$ cat config.mk
export PLATFORM = sky130hd
export DESIGN_NAME = ohl_group
export DESIGN_NICKNAME = d
export VERILOG_FILES = /design/src/rtl/ohl_pkg.sv /design/src/rtl/ohl_group.sv
export SDC_FILE = /design/constraint.sdc
export NUM_CORES = 1
export LEC_CHECK = 0
export BUFFER_PORTS_ARGS = -buffer_cell sky130_fd_sc_hd__buf_4
export CAP_MARGIN = 40
export CORE_AREA = 4 4 428 430
export CTS_CLUSTER_DIAMETER = 150
export CTS_CLUSTER_SIZE = 28
export DETAILED_ROUTE_END_ITERATION = 8
export DIE_AREA = 0 0 432 434
export GPL_ROUTABILITY_DRIVEN = 1
export MAX_ROUTING_LAYER = met4
export SLEW_MARGIN = 20
export SYNTH_ARGS = -nofsm -noshare
export SYNTH_HDL_FRONTEND = slang
export SYNTH_SLANG_ARGS = --single-unit
$ cat constraint.sdc
create_clock -name clk -period 2.2 [get_ports clk]
set_input_delay 0.22 -clock clk [delete_from_list [all_inputs] [get_ports clk]]
set_output_delay 0.22 -clock clk [all_outputs]
set_load 0.01 [all_outputs]
$ cat src/rtl/ohl_pkg.sv
// Shared types, widths and codes for the ordered handle list.
package ohl_pkg;

  // List size and derived widths
  localparam int CAPACITY   = 1024;
  localparam int IDX_W      = $clog2(CAPACITY);
  localparam int CNT_W      = $clog2(CAPACITY + 1);

  // Word field widths
  localparam int OP_W        = 4;
  localparam int POS_W       = 11;
  localparam int HANDLE_W    = 32;
  localparam int STATUS_W    = 2;
  localparam int COUNT_OUT_W = 11;

  // Width used to compare a position against the count
  localparam int CMP_W = (POS_W > CNT_W) ? POS_W : CNT_W;

  // Reduction tree: groups of cells, then one level over the groups
  localparam int GROUP_SIZE = 32;
  localparam int GRP_W      = $clog2(GROUP_SIZE);
  localparam int NUM_GROUPS = (CAPACITY + GROUP_SIZE - 1) / GROUP_SIZE;
  localparam int NG_W       = (NUM_GROUPS > 1) ? $clog2(NUM_GROUPS) : 1;
  localparam int FULL_IDX_W = NG_W + GRP_W;

  typedef enum logic [OP_W-1:0] {
    OP_APPEND = 4'd0,
    OP_INSERT = 4'd1,
    OP_ERASE  = 4'd2,
    OP_GET    = 4'd3,
    OP_SET    = 4'd4,
    OP_EXIST  = 4'd5,
    OP_REMOVE = 4'd6,
    OP_POP    = 4'd7,
    OP_CLEAR  = 4'd8
  } op_t;

  typedef enum logic [STATUS_W-1:0] {
    ST_OK    = 2'd0,
    ST_RANGE = 2'd1,
    ST_FULL  = 2'd2,
    ST_EMPTY = 2'd3
  } status_t;

  typedef enum logic [1:0] {
    S_IDLE,
    S_SCAN,
    S_REDUCE,
    S_EXEC
  } state_t;

  // Per-cell update mode of the broadcast command
  typedef enum logic [1:0] {
    CM_HOLD,
    CM_WRITE,
    CM_SHIFT_UP,
    CM_SHIFT_DOWN
  } cmd_mode_t;

  // Broadcast update command. WRITE: cell lo takes data.
  // SHIFT_UP: cell lo takes data, cells lo < i <= hi take the left neighbor.
  // SHIFT_DOWN: cells lo <= i < hi take the right neighbor.
  typedef struct packed {
    cmd_mode_t             mode;
    logic [IDX_W-1:0]      lo;
    logic [CNT_W-1:0]      hi;
    logic [HANDLE_W-1:0]   data;
  } cell_cmd_t;

  // Broadcast search and read probe
  typedef struct packed {
    logic [HANDLE_W-1:0] handle;
    logic [CNT_W-1:0]    count;
    logic [IDX_W-1:0]    sel;
  } probe_t;

endpackage

$ cat src/rtl/ohl_group.sv
// First registered reduction level: first match and selected word over one group of cells.
module ohl_group (
  input  logic                                                  clk,
  input  logic [ohl_pkg::GROUP_SIZE-1:0]                        match,
  input  logic [ohl_pkg::GROUP_SIZE-1:0][ohl_pkg::HANDLE_W-1:0] read_in,
  output logic                                                  any,
  output logic [ohl_pkg::GRP_W-1:0]                             first,
  output logic [ohl_pkg::HANDLE_W-1:0]                          read_value
);

  logic [ohl_pkg::GRP_W-1:0]    first_next;
  logic [ohl_pkg::HANDLE_W-1:0] read_next;

  // Lowest matching slot wins
  always_comb begin
    first_next = '0;
    for (int k = ohl_pkg::GROUP_SIZE - 1; k >= 0; k--) begin
      if (match[k]) first_next = ohl_pkg::GRP_W'(k);
    end
  end

  // At most one slot is selected, so OR merges
  always_comb begin
    read_next = '0;
    for (int k = 0; k < ohl_pkg::GROUP_SIZE; k++) begin
      read_next = read_next | read_in[k];
    end
  end

  always_ff @(posedge clk) begin
    any        <= |match;
    first      <= first_next;
    read_value <= read_next;
  end

endmodule

==> results.txt <==
- Share of the core filled with cells in the final layout: 0.0877
* Outcome: finished clean
* Launching element of the worst setup path: read_in[775]
* Max-slew headroom at the worst pin: 0.325
- Proportion of synthesized flip-flops having asynchronous set or reset: 0
- Die outline area: 187000 um^2
* Number of placement rows: 156
- Setup repair after global routing left no endpoint under its margin.
- Buffers inserted to repair hold after CTS numbered 1.
- Required arrival time at the worst endpoint: 2.49 ns
* Synth-to-Final Area Change: 371%
- Detailed placement finished with a half-perimeter wire length of 134000 um.
- The number of different library cells used by synthesis comes to 26.
- Post-synth EDFFs: 0
* Flops & latches, synth: 38
- After clock tree synthesis, the repair step resized 0 gates.
* IO Pins: 1095
- In the synthesized netlist, the number of instances is 455.
* Initial detailed-routing violation count: 571
- The hold violation count in the final report came to 0.
- Most area-consuming cells after synthesis: sky130_fd_sc_hd__nor4_1, sky130_fd_sc_hd__dfxtp_1, sky130_fd_sc_hd__nand4_1
- Buffers inserted during clock tree synthesis total 5.
- STA classifies the critical path endpoint as a register.
- By instance count, the cell type seen most on the critical path is sky130_fd_sc_hd__buf_4.
* Sink count of the clock tree: 38
- Power density cells: 246 nW/um^2
* Number of cells traversed by the worst hold path: 4
* Fraction of layout instances using a drive strength above 1: 0.761
- Worst supply voltage drop on vdd: 0.272 mV
* First-pass GRT wire length: 156000 um
* Total instance count after detailed placement: 4019
- Yosys printed 0 warnings.
* Least-Margin Pin Slew: 1.00 ns
- For hold timing, the worst endpoint is read_value[30].
- The count of cells in the finished layout, fillers not included, comes to 4091.
* FMAX: 532 MHz
- The number of setup buffers added after CTS is 0.
* Detail-routed via count per cell: 2.60
- The setup path with the least slack is of type input port to register.
- The worst hold path begins at read_in[734].
- The initial antenna violation count was 192.
* Final worst-path cycle share: 0.855
* Cell types with the highest counts after synthesis: sky130_fd_sc_hd__nor4_1, sky130_fd_sc_hd__nand4_1, sky130_fd_sc_hd__dfxtp_1
- Top-area cell type share of the netlist area: 0.491
- H-tree level count: 2
- During placement, the flow inserted port buffers numbering 1094.
* Setup-failing EPs final: 0
- Once detail routing completed, the nets flagged for antenna violations numbered 0.
- Register cell area after layout: 761 um^2
* Setup TNS: 0 ns
- Entering global routing, the biggest net connects 14 pins.
- Type of element launching the critical path: input port
* Routability Congestion: 0.966
- Synthesized Nets: 1512
- Maximum Capacitance Violations: 0
- Effective utilization at floorplan: 0.0186
- Grouping stages by cell kind, the critical path spends the most delay in simple AND/OR/NAND/NOR gates.
* DR pass1 iterations: 5
- Critical path cell sequence: buf_4 -> nor4_2 -> buf_4 -> buf_4 -> nand4_1 -> buf_4 -> or2_2
- Synthesized area: 3350 um^2
- The tree is rooted in a sky130_fd_sc_hd__clkbuf_16.
- Most common cell in the synthesized netlist: sky130_fd_sc_hd__nor4_1
* Average footprint of a synthesized cell: 7.36 um^2
- In this run the worst path has a maximum fanout of 2.
- Reg clk slew, reported paths: 0.13 ns
* Pins Over Slew Limit: 0
* Via Count: 10600
- Hold is met by 0.0991 ns.
* GR Overflow Total: 0
- In the final layout, the multi-input gates occupy 2710 um^2.
* Worst stage delay on the critical path: 0.58 ns
- Core outline area: 180000 um^2
- The path class of the tightest hold or removal check is input port to register.
* Sum of buffers and inverters on the critical path: 4
* Prevailing post-synth register cell: sky130_fd_sc_hd__dfxtp_1
- For this block, the routed nets add up to 139000 um of wire.
- The synthesized design spends more area on one cell type than any other, namely sky130_fd_sc_hd__nor4_1.
- Min Tclk post-route: 1.88 ns
- In this run the horizontal extent of the chip is 432 um.
- The layout has 21100 filler cells.
- GRT Util Overall: 0.145
* Number of remaining DRC errors: 0
- Critical Path Slowest Stage Cell: sky130_fd_sc_hd__nor4_2
- Overall power consumption after layout is estimated at 3880 uW.
* Buffers from clock root to sink, at most: 2
* Routed wire per std cell: 34.0 um
* Vertical die dimension: 434 um
- Number of nets in the final layout: 2716
* Crit path arrival time: 2.17 ns
- The via count of the first global-routing pass was 10300.
* Leakage power total: 0.00645 uW
- Register area share after synthesis: 0.227
- TritonCTS built the clock tree.
## metal layers
metal  vias up  wire, um  track usage
li1       4569         -            -
met1      4969     47500        0.143
met2       853     73400        0.269
met3       247     14900       0.0603
met4         0      3230       0.0223
met5         -         0            -
## stage by stage
stage	area [um^2]	setup WS [ns]
after global placement	15300	-1.23
after detailed placement	15400	-0.181
after CTS	15600	0.233
after global routing	15700	0.360
after floorplan	3350	0.996
final	15800	0.320
## power breakdown
| group | internal, uW | switching (uW) |
|---|---|---|
| Clock | 545 | 628 |
| Sequential | 691 | 1.99 |
| Combinational | 1310 | 703 |
| Total | 2550 | 1330 |
## placed cells by master, fill, tap and decap left out, types with 2 or more instances in the layout
cell type,n
sky130_fd_sc_hd__diode_2,61
sky130_fd_sc_hd__clkbuf_16,5
sky130_fd_sc_hd__a21oi_1,7
sky130_fd_sc_hd__nor3b_1,2
sky130_fd_sc_hd__or4_1,2
sky130_fd_sc_hd__clkinvlp_4,2
sky130_fd_sc_hd__o21ai_0,2
sky130_fd_sc_hd__nor2_1,10
sky130_fd_sc_hd__nor4_2,23
sky130_fd_sc_hd__dfxtp_1,38
sky130_fd_sc_hd__o31ai_1,4
sky130_fd_sc_hd__buf_2,6
sky130_fd_sc_hd__nor3_2,2
sky130_fd_sc_hd__buf_4,1184
sky130_fd_sc_hd__a2111oi_0,2
sky130_fd_sc_hd__or4_4,2
sky130_fd_sc_hd__nand2_1,3
sky130_fd_sc_hd__or2_2,32
sky130_fd_sc_hd__inv_1,6
sky130_fd_sc_hd__nand4_1,65
sky130_fd_sc_hd__clkbuf_2,2
sky130_fd_sc_hd__buf_6,2
sky130_fd_sc_hd__nor4_1,240
sky130_fd_sc_hd__nor3_1,5
## cell type report
class | instances | area share
inverters | 6 | 0.00143
repair buffers | 1197 | 0.570
multi-input cells | 411 | 0.172
flip-flops and latches | 38 | 0.0483
diodes | 61 | 0.00968
well taps | 2370 | 0.188
clock inverters | 3 | 0.00286
clock buffers | 5 | 0.00794
## cells by family (layout without fill, tap and decap cells)
| family | Yosys count | count (layout) | share of synthesized area |
|---|---|---|---|
| AOI/OAI and AO/OA | 22 | 22 | 0.0445 |
| buffers and inverters | 6 | 1211 | 0.00673 |
| DFF | 38 | 38 | 0.227 |
| other | 0 | 61 | 0 |
| and+or+nand+nor | 389 | 389 | 0.722 |
## flip-flops by register name (all words and copies together) (netlist names)
name	count
first	5
read_value	32
any	1
## how the worst max path moves through the flow
stage / endpoint / slack [ns] / cells past startpoint
after floorplan: first[2] / 1.0 / 5
after detailed placement: read_value[27] / -0.18 / 5
after global routing: read_value[7] / 0.36 / 7
after CTS: read_value[27] / 0.23 / 5
after global placement: read_value[7] / -1.23 / 6
final: read_value[7] / 0.32 / 7
(Power assumes the default switching activity.)
