$ cat src/rtl/ohl_pkg.sv
// Shared types, widths and codes for the ordered handle list.
package ohl_pkg;

  // List size and derived widths
  localparam int CAPACITY   = 1024;
  localparam int IDX_W      = $clog2(CAPACITY);
  localparam int CNT_W      = $clog2(CAPACITY + 1);

  // Word field widths
  localparam int OP_W        = 4;
  localparam int POS_W       = 11;
  localparam int HANDLE_W    = 32;
  localparam int STATUS_W    = 2;
  localparam int COUNT_OUT_W = 11;

  // Width used to compare a position against the count
  localparam int CMP_W = (POS_W > CNT_W) ? POS_W : CNT_W;

  // Reduction tree: groups of cells, then one level over the groups
  localparam int GROUP_SIZE = 32;
  localparam int GRP_W      = $clog2(GROUP_SIZE);
  localparam int NUM_GROUPS = (CAPACITY + GROUP_SIZE - 1) / GROUP_SIZE;
  localparam int NG_W       = (NUM_GROUPS > 1) ? $clog2(NUM_GROUPS) : 1;
  localparam int FULL_IDX_W = NG_W + GRP_W;

  typedef enum logic [OP_W-1:0] {
    OP_APPEND = 4'd0,
    OP_INSERT = 4'd1,
    OP_ERASE  = 4'd2,
    OP_GET    = 4'd3,
    OP_SET    = 4'd4,
    OP_EXIST  = 4'd5,
    OP_REMOVE = 4'd6,
    OP_POP    = 4'd7,
    OP_CLEAR  = 4'd8
  } op_t;

  typedef enum logic [STATUS_W-1:0] {
    ST_OK    = 2'd0,
    ST_RANGE = 2'd1,
    ST_FULL  = 2'd2,
    ST_EMPTY = 2'd3
  } status_t;

  typedef enum logic [1:0] {
    S_IDLE,
    S_SCAN,
    S_REDUCE,
    S_EXEC
  } state_t;

  // Per-cell update mode of the broadcast command
  typedef enum logic [1:0] {
    CM_HOLD,
    CM_WRITE,
    CM_SHIFT_UP,
    CM_SHIFT_DOWN
  } cmd_mode_t;

  // Broadcast update command. WRITE: cell lo takes data.
  // SHIFT_UP: cell lo takes data, cells lo < i <= hi take the left neighbor.
  // SHIFT_DOWN: cells lo <= i < hi take the right neighbor.
  typedef struct packed {
    cmd_mode_t             mode;
    logic [IDX_W-1:0]      lo;
    logic [CNT_W-1:0]      hi;
    logic [HANDLE_W-1:0]   data;
  } cell_cmd_t;

  // Broadcast search and read probe
  typedef struct packed {
    logic [HANDLE_W-1:0] handle;
    logic [CNT_W-1:0]    count;
    logic [IDX_W-1:0]    sel;
  } probe_t;

endpackage

$ cat src/rtl/ohl_cell.sv
// One list entry: holds a handle, shifts with its neighbors, answers probes.
module ohl_cell (
  input  logic                              clk,
  input  logic [ohl_pkg::IDX_W-1:0]         index,
  input  ohl_pkg::cell_cmd_t                cmd,
  input  ohl_pkg::probe_t                   probe,
  input  logic [ohl_pkg::HANDLE_W-1:0]      left_value,
  input  logic [ohl_pkg::HANDLE_W-1:0]      right_value,
  output logic [ohl_pkg::HANDLE_W-1:0]      value,
  output logic                              match,
  output logic [ohl_pkg::HANDLE_W-1:0]      read_out
);

  logic [ohl_pkg::HANDLE_W-1:0] value_next;
  logic [ohl_pkg::CNT_W-1:0]    idx_c;
  logic [ohl_pkg::CNT_W-1:0]    lo_c;

  assign idx_c = ohl_pkg::CNT_W'(index);
  assign lo_c  = ohl_pkg::CNT_W'(cmd.lo);

  // Update from the broadcast command
  always_comb begin
    value_next = value;
    case (cmd.mode)
      ohl_pkg::CM_WRITE: begin
        if (index == cmd.lo) value_next = cmd.data;
      end
      ohl_pkg::CM_SHIFT_UP: begin
        if (index == cmd.lo) begin
          value_next = cmd.data;
        end else if (idx_c > lo_c && idx_c <= cmd.hi) begin
          value_next = left_value;
        end
      end
      ohl_pkg::CM_SHIFT_DOWN: begin
        if (idx_c >= lo_c && idx_c < cmd.hi) value_next = right_value;
      end
      default: begin
        value_next = value;
      end
    endcase
  end

  always_ff @(posedge clk) begin
    value <= value_next;
  end

  // Probe answers: live-entry match and selected read
  assign match    = (idx_c < probe.count) && (value == probe.handle);
  assign read_out = (index == probe.sel) ? value : '0;

endmodule

$ cat config.mk
export PLATFORM = sky130hd
export DESIGN_NAME = ohl_cell
export DESIGN_NICKNAME = d
export VERILOG_FILES = /design/src/rtl/ohl_pkg.sv /design/src/rtl/ohl_cell.sv
export SDC_FILE = /design/constraint.sdc
export NUM_CORES = 1
export LEC_CHECK = 0
export BUFFER_PORTS_ARGS = -buffer_cell sky130_fd_sc_hd__buf_2
export CAP_MARGIN = 20
export CORE_AREA = 2 2 95 97
export DETAILED_ROUTE_END_ITERATION = 8
export DIE_AREA = 0 0 97 99
export GPL_TIMING_DRIVEN = 0
export HOLD_SLACK_MARGIN = 0.12
export PLACE_DENSITY = 0.77
export SKIP_CTS_REPAIR_TIMING = 1
export SYNTH_ARGS = -nofsm -noshare
export SYNTH_HDL_FRONTEND = slang
export SYNTH_SLANG_ARGS = --single-unit
$ cat constraint.sdc
create_clock -name clk -period 3.18 [get_ports clk]
set_input_delay 0.159 -clock clk [delete_from_list [all_inputs] [get_ports clk]]
set_output_delay 0.159 -clock clk [all_outputs]
set_load 0.02 [all_outputs]
==> flow_metrics.tcl, run 1 <==
set metrics [dict create \
    critical_path.endpoint_type "register" \
    min_path_type "input pin to register" \
    antenna_left 0 \
    min_to "value[4]" \
    place.gp.congestion 0.911 \
    start_util_pct 38.4 \
    synth-adder-area-share_pct 12.2 \
    post_drt_wl_per_cell_um 16.9 \
    syn-cell-area_mm2 0.00328 \
    powerDensity_mw_per_mm2 351 \
    grt_first_pass_wirelength_mm 18.9 \
    vias 3663 \
    yosys-top-cells-area "edfxtp_1 (29%), ha_1 (12%), mux2i_1 (9.8%), a22oi_1 (7.3%), xor2_1 (7.2%)" \
    clock_path_buffers 2 \
    drt-met1-wl_mm 4.66 \
    largest_reg_flops 32 \
    ctsRootBufferMaster "clkbuf_8" \
    slew_violations 0 \
    synth_compound_area_share_pct 17.4 \
    grt_use_total_pct 24.8 \
    synthCells 343 \
    start_kind "input pin" \
    overflow 0 \
    reg_top3 "value x32" \
    multi_input_area_mm2 0.00210 \
    synth_area_leader_cell "edfxtp_1" \
    crit_type "input pin to register" \
    die-height_um 99 \
    syn2layout_area_growth_pct 45.9 \
    dp_hpwl_mm 10.0 \
    cts.sinks 32 \
    tritoncts "yes" \
    grt_max_degree 21 \
    hp-start "right_value[4]" \
    tightestPinTransition_ns 0.782 \
    fp.dieArea_mm2 0.00960 \
    yosys.area_share.simple_pct 13.3 \
    clock.fmax_mhz 388 \
    cp.required_ns 3.17 \
    synthMuxAreaShare_pct 9.76 \
    worstPathArrival_ns 2.57 \
    htreeDepth 2 \
    synth.avg_cell_area_um2 9.57 \
    routed_via_density 5.18 \
    fin_setup_tns_ns 0 \
    yosysUniqueCellTypes 39 \
    synth.top_cell.area_share_pct 29.3 \
    synth-seq-cells 32 \
    drt-initial-drc-count 123 \
    relSlewSlack_pct 47.4 \
    largest_register "value" \
    cts-buffers-inserted 5 \
    fin_crit_ns 2.58 \
    wl_mm 12.0 \
    hold_violations 0 \
    cp-startpoint "index[9]" \
    grt_antenna_before_repair 0 \
    num_io_pins 248 \
    clk_pin_slew_ns 0.07 \
    synth_warnings 0 \
    fp.coreArea_mm2 0.00855 \
    critPathMaxFanout 20 \
    top_layer "met4" \
    drc_errors 0 \
    portBuffers 247 \
    drt-pass1-iter-count 5 \
    synth.yosys.seq_area_share_pct 29.3 \
    route.met2.wl_mm 6.36 \
    rsz0062_at_grt "no" \
    first_global_vias 3802 \
    status "finished clean" \
    vdd_ir_drop_max_mv 0.230 \
    layout-drive-gt1-share_pct 44.2 \
    fill_cells 788 \
    mostFrequentLayoutCell "buf_2" \
    setup_violations 0 \
    hold_depth 3 \
    rows 34 \
    die_x_um 97 \
    p_leak_nw 2.38 \
    seqCellArea_um2 961 \
    synth_top_family_by_area "compound AO/OA/AOI/OAI gates" \
    antenna_cells 0 \
    synth_xor_area_share_pct 11.2 \
    worst_hold_slack_ns 0.194 \
    drv_cap 0 \
    nets 813 \
    wl_met3_um 742 \
    period_share_pct 81.1 \
    synth_nets 558 \
]
==> layer usage <==
metal  vias up  global-route usage (%)
met5         -                       0
met4         0                    6.28
met3        15                    4.04
met2       165                    47.6
met1      1710                    28.4
li1       1773                       -
==> where the power goes <==
| part | switching [mW] | total, mW | internal, mW | leakage, nW |
|---|---|---|---|---|
| logic | 0.358 | 0.637 | 0.279 | 2.02 |
| registers | 0.0861 | 0.658 | 0.572 | 0.302 |
| clock network | 0.153 | 0.386 | 0.232 | 0.0552 |
| total | 0.597 | 1.68 | 1.08 | 2.38 |
==> Yosys cell counts <==
| cell | n |
|---|---|
| a21o_1 | 2 |
| nand3b_1 | 1 |
| o21ai_2 | 2 |
| a22oi_1 | 32 |
| o21ai_0 | 7 |
| inv_1 | 32 |
| nor2_1 | 4 |
| o32ai_1 | 1 |
| buf_1 | 1 |
| nand3_1 | 2 |
| nor2b_1 | 2 |
| nand4_1 | 8 |
| xor2_1 | 27 |
| a211oi_1 | 3 |
| a211o_1 | 1 |
| o2111ai_1 | 1 |
| nand4b_1 | 1 |
| nor3_1 | 3 |
| ha_1 | 32 |
| mux2i_1 | 32 |
| clkbuf_1 | 11 |
| o221ai_1 | 1 |
| o21ai_1 | 27 |
| xnor2_1 | 15 |
| o21a_1 | 1 |
| buf_8 | 3 |
| o21bai_1 | 1 |
| nor3_4 | 1 |
| edfxtp_1 | 32 |
| nand4_2 | 2 |
| o31a_1 | 1 |
| a21oi_1 | 7 |
| clkbuf_8 | 1 |
| nand2_1 | 2 |
| nand2b_1 | 2 |
| a31oi_1 | 2 |
| nor4_1 | 7 |
| and2_1 | 32 |
| nor4_2 | 1 |
==> critical path: stages <==
cell,delay [ns]
buf_2,0.14
ha_1,0.32
nand4_2,0.18
nor3_4,0.54
nor3_1,0.10
o32ai_1,0.25
o21a_1,0.63
buf_16,0.24
==> final cells by class <==
| cell class | count | share of cell area [%] |
|---|---|---|
| plain buffers | 16 | 2.17 |
| clock buffers | 6 | 1.52 |
| clock inverters | 2 | 0.732 |
| inverters | 32 | 2.51 |
| multi-input cells | 263 | 43.8 |
| flip-flops and latches | 32 | 20.1 |
| well taps | 108 | 2.82 |
| repair buffers | 248 | 26.4 |
==> cell families (layout without fill, tap and decap cells) <==
logic type	after synthesis	in the layout
compound gates	89	89
simple gates	68	68
buf+inv	48	304
xor+xnor	42	42
fa+ha+maj	32	32
mux	32	32
flops	32	32
==> how the worst max path moves through the flow <==
stage / endpoint / cells after the start
detailed placement: value[3] / 8
finish: value[12] / 8
CTS: value[0] / 8
floorplan: value[0] / 7
global route: value[18] / 8
global placement: value[11] / 7
==> per-stage QoR <==
step           power (mW)  setup WS, ns  cells  utilization [%]  instance area (um^2)
6_report             1.68         0.600    707             56.0                  4790
5_1_grt              1.78         0.407    707             56.0                  4790
4_1_cts              1.70         0.564    707             56.0                  4790
3_5_place_dp         1.31         0.259    699             54.7                  4680
3_3_place_gp         1.28        -0.127    698             54.4                  4650
2_1_floorplan       0.987         0.611    343                -                  3280
No activity file was read; power rests on OpenSTA's default activity.
==> run 2: changes to the inputs <==
CORE_AREA = not set   (was 2 2 95 97)
CORE_UTILIZATION = 37   (was not set)
DIE_AREA = not set   (was 0 0 97 99)
PLACE_DENSITY = 0.78   (was 0.77)
clock period = 2.3 ns   (was 3.18 ns; I/O delays follow)
==> flow_metrics.tcl, run 2 (same netlist as run 1, synthesis figures left out) <==
set metrics [dict create \
    cts-buffers-inserted 5 \
    crit_type "register to output port" \
    vias 3617 \
    htreeDepth 2 \
    largest_reg_flops 32 \
    clock_path_buffers 2 \
    rows 33 \
    drv_cap 0 \
    cp.required_ns 2.18 \
    period_share_pct 98.4 \
    tightestPinTransition_ns 0.580 \
    clk_pin_slew_ns 0.08 \
    largest_register "value" \
    busiest_layer "met2" \
    worst_hold_slack_ns 0.144 \
    grt_use_total_pct 24.4 \
    fin_setup_tns_ns 0 \
    grt_first_pass_wirelength_mm 16.6 \
    status "finished clean" \
    p_leak_nw 2.40 \
    critPathMaxFanout 2 \
    die-height_um 96.2 \
    fp.coreArea_mm2 0.00838 \
    routed_via_density 5.09 \
    first_global_vias 3454 \
    num_io_pins 248 \
    portBuffers 247 \
    start_util_pct 39.2 \
    reg_top3 "value x32" \
    finalCoreUtilization_pct 57.8 \
    mostFrequentLayoutCell "buf_2" \
    vdd_ir_drop_max_mv 0.269 \
    hold_violations 0 \
    fp.dieArea_mm2 0.00925 \
    antenna_left 0 \
    powerDensity_mw_per_mm2 466 \
    setup_violations 0 \
    grt_max_degree 33 \
    min_path_type "input pin to register" \
    tritoncts "yes" \
    relSlewSlack_pct 61.2 \
    dp_hpwl_mm 9.79 \
    cts.sinks 32 \
    overflow 0 \
    critical_path.endpoint_type "output port" \
    drt-pass1-iter-count 5 \
    fill_cells 762 \
    slew_violations 0 \
    clock.fmax_mhz 442 \
    fin_crit_ns 2.26 \
    place.gp.congestion 0.845 \
    layout-drive-gt1-share_pct 46.0 \
    rsz0062_at_grt "yes" \
    die_x_um 96.2 \
    total_power_mw 2.26 \
    start_kind "register" \
    nets 819 \
    grt.met1_usage_pct 29.1 \
    use_met3_pct 3.24 \
    grt_antenna_before_repair 0 \
    use_met2_pct 45.5 \
    drt-initial-drc-count 101 \
    drc_errors 0 \
    post_drt_wl_per_cell_um 16.6 \
    ctsRootBufferMaster "clkbuf_8" \
    worstPathArrival_ns 2.15 \
    wl_mm 11.8 \
    antenna_cells 0 \
    syn2layout_area_growth_pct 47.6 \
]
run 2: report_power, final:
| part | internal (mW) | leakage (nW) | total, mW | switching, mW |
|---|---|---|---|---|
| clock network | 0.211 | 0.0479 | 0.439 | 0.228 |
| logic | 0.397 | 2.05 | 0.909 | 0.512 |
| registers | 0.790 | 0.302 | 0.909 | 0.119 |
| total | 1.40 | 2.40 | 2.26 | 0.860 |
run 2: worst max-delay path: stages (launching register included):
cell,delay (ns)
edfxtp_1,0.42
xor2_1,0.18
nor4_2,0.39
nand4_1,0.24
nor4_2,0.30
o31a_1,0.20
buf_6,0.12
run 2: routing by layer:
metal / routed length (um) / vias up / share of wire, %
li1: - / 1785 / -
met1: 4680 / 1666 / 40
met2: 6250 / 153 / 53
met3: 669 / 13 / 5.7
met4: 199 / 0 / 1.7
met5: 0 / - / 0
run 2: cell type report:
type,instances,area (um^2),share of cell area [%]
multi-input cells,263,2140,44.3
well taps,105,131,2.71
plain buffers,16,104,2.14
flip-flops and latches,32,961,19.8
clock buffers,5,68.8,1.42
inverters,32,120,2.48
repair buffers,254,1290,26.7
clock inverters,3,18.8,0.387
run 2: path summary, 6_finish.rpt:
path | depth (start not counted) | endpoint | from | slack, ns
min | 3 | value[24] | cmd[24] | 0.14
max | 6 | match | value[8] | 0.04
run 2: per-stage QoR:
stage          cells  setup WS [ns]  area (um^2)
3_5_place_dp     695         -0.503         4650
2_1_floorplan    343         0.0811         3280
4_1_cts          703         -0.228         4740
6_report         710         0.0366         4840
3_3_place_gp     695         -0.475         4650
5_1_grt          710        -0.0651         4840
==> run 3: changes to the inputs <==
BUFFER_PORTS_ARGS = not set   (was -buffer_cell sky130_fd_sc_hd__buf_2)
CORE_AREA = 2 2 95 97   (was not set)
CORE_UTILIZATION = not set   (was 37)
DIE_AREA = 0 0 97 99   (was not set)
DONT_BUFFER_PORTS = 1   (was not set)
PLACE_DENSITY = not set   (was 0.78)
==> flow_metrics.tcl, run 3 (same netlist as run 1, synthesis figures left out) <==
set metrics [dict create \
    status "complete, but fails checks" \
    violations "setup timing" \
    portBuffers 0 \
    mostFrequentLayoutCell "dlygate4sd3_1" \
    critical_path.endpoint_type "output port" \
    slew_violations 0 \
    grt_use_total_pct 21.6 \
    clk_pin_slew_ns 0.07 \
    critical_path.endpoint "match" \
    dp_hpwl_mm 9.01 \
    htreeDepth 2 \
    vias 3155 \
    routed_via_density 5.91 \
    worst_hold_slack_ns 0.0992 \
    layout-drive-gt1-share_pct 5.88 \
    drc_errors 0 \
    grt_antenna_before_repair 1 \
    clock.fmax_mhz 412 \
    nets 639 \
    ctsRootBufferMaster "clkbuf_8" \
    swShare_pct 35.8 \
    fill_cells 768 \
    finalWorstSetupSlack_ns -0.129 \
    critPathMaxFanout 3 \
    first_global_vias 2901 \
    worstPathArrival_ns 2.31 \
    drt-pass1-iter-count 5 \
    rows 34 \
    post_drt_wl_per_cell_um 22.9 \
    p_leak_nw 1.63 \
    die_x_um 97 \
    drt-initial-drc-count 99 \
    tightestPinTransition_ns 0.726 \
    fp.dieArea_mm2 0.00960 \
    period_share_pct 106 \
    placed_area_mm2 0.00342 \
    place.gp.congestion 0.827 \
    grt_first_pass_wirelength_mm 15.9 \
    largest_register "value" \
    crit_type "register to output port" \
    cts.sinks 32 \
    hold_violations 0 \
    grt_max_degree 33 \
    cp.required_ns 2.18 \
    powerDensity_mw_per_mm2 514 \
    start_kind "register" \
    cp-startpoint "value[8]" \
    finalCoreUtilization_pct 50.3 \
    relSlewSlack_pct 51.6 \
    tritoncts "yes" \
    syn2layout_area_growth_pct 31.0 \
    reg_top3 "value x32" \
    vdd_ir_drop_max_mv 0.325 \
    power.internal_mw 1.42 \
    cts-buffers-inserted 5 \
    min_path_type "input pin to register" \
    largest_reg_flops 32 \
    start_util_pct 38.4 \
    seqPwrFrac_pct 48.5 \
    setup_violations 1 \
    die-height_um 99 \
    p_sw_mw 0.792 \
    wl_mm 12.2 \
    power_frac_clock_pct 24.6 \
    rsz0062_at_grt "yes" \
    num_io_pins 248 \
    pwr-share-comb_pct 26.9 \
    design_area_mm2 0.00430 \
    antenna_left 0 \
    total_power_mw 2.21 \
    drv_cap 0 \
    overflow 0 \
    fp.coreArea_mm2 0.00855 \
    clock_path_buffers 2 \
    fin_crit_ns 2.43 \
]
[run 3: changes by cell type in the layout (fill, tap and decap cells not counted)]
cell	delta
buf_2	-246
buf_4	-5
buf_6	-1
bufinv_16	+1
clkinv_2	-1
clkinv_4	-1
clkinvlp_4	+1
diode_2	+1
dlygate4sd3_1	+72
nor4_1	+1
nor4_4	-1
[run 3: layout make-up]
cell class	count	area, um^2	share of cell area, %
Multi-Input combinational cell	263	2130	49.5
Tap cell	108	135	3.14
Timing Repair Buffer	74	736	17.1
Buffer	16	104	2.42
Sequential cell	32	961	22.4
Clock buffer	5	68.8	1.60
Inverter	32	120	2.79
Antenna cell	1	2.50	0.0582
Clock inverter	3	42.5	0.990
[run 3: critical path, stage by stage (launching register included)]
cell      delay (ns)
edfxtp_1        0.53
xor2_1          0.20
nor4_2          0.45
nand4_1         0.26
nor4_2          0.27
o31a_1          0.32
[run 3: through the flow]
step	TNS, ns	cells	worst slack, ns
after floorplan	0	343	0.0811
after global placement	-11.95	451	-0.373
after detailed placement	-13.60	451	-0.425
after CTS	-3.82	459	-0.393
after global routing	-0.211	534	-0.211
final	-0.129	534	-0.129
[run 3: worst min path at each step]
stage | from | endpoint | slack (ns) | cells past startpoint
CTS | cmd[27] | value[27] | 0.03 | 2
detailed placement | cmd[27] | value[27] | 0.34 | 2
global placement | cmd[17] | value[17] | 0.33 | 2
global route | left_value[30] | value[30] | 0.11 | 2
finish | left_value[26] | value[26] | 0.1 | 2
floorplan | cmd[17] | value[17] | 0.32 | 2
[run 3: power groups by stage]
stage          clock [mW]  sequential (mW)  combinational [mW]
2_1_floorplan           0             1.02               0.339
3_3_place_gp            0             1.08               0.430
3_5_place_dp            0             1.08               0.445
4_1_cts             0.550             1.07               0.446
5_1_grt             0.569             1.08               0.660
6_report            0.544             1.07               0.594
[run 3: per-layer routing]
layer,track usage (%),wire [um],vias up
met5,0,0,-
met1,25.8,4530,1486
li1,-,-,1422
met2,38.1,6220,215
met3,4.89,1120,32
met4,7.69,378,0
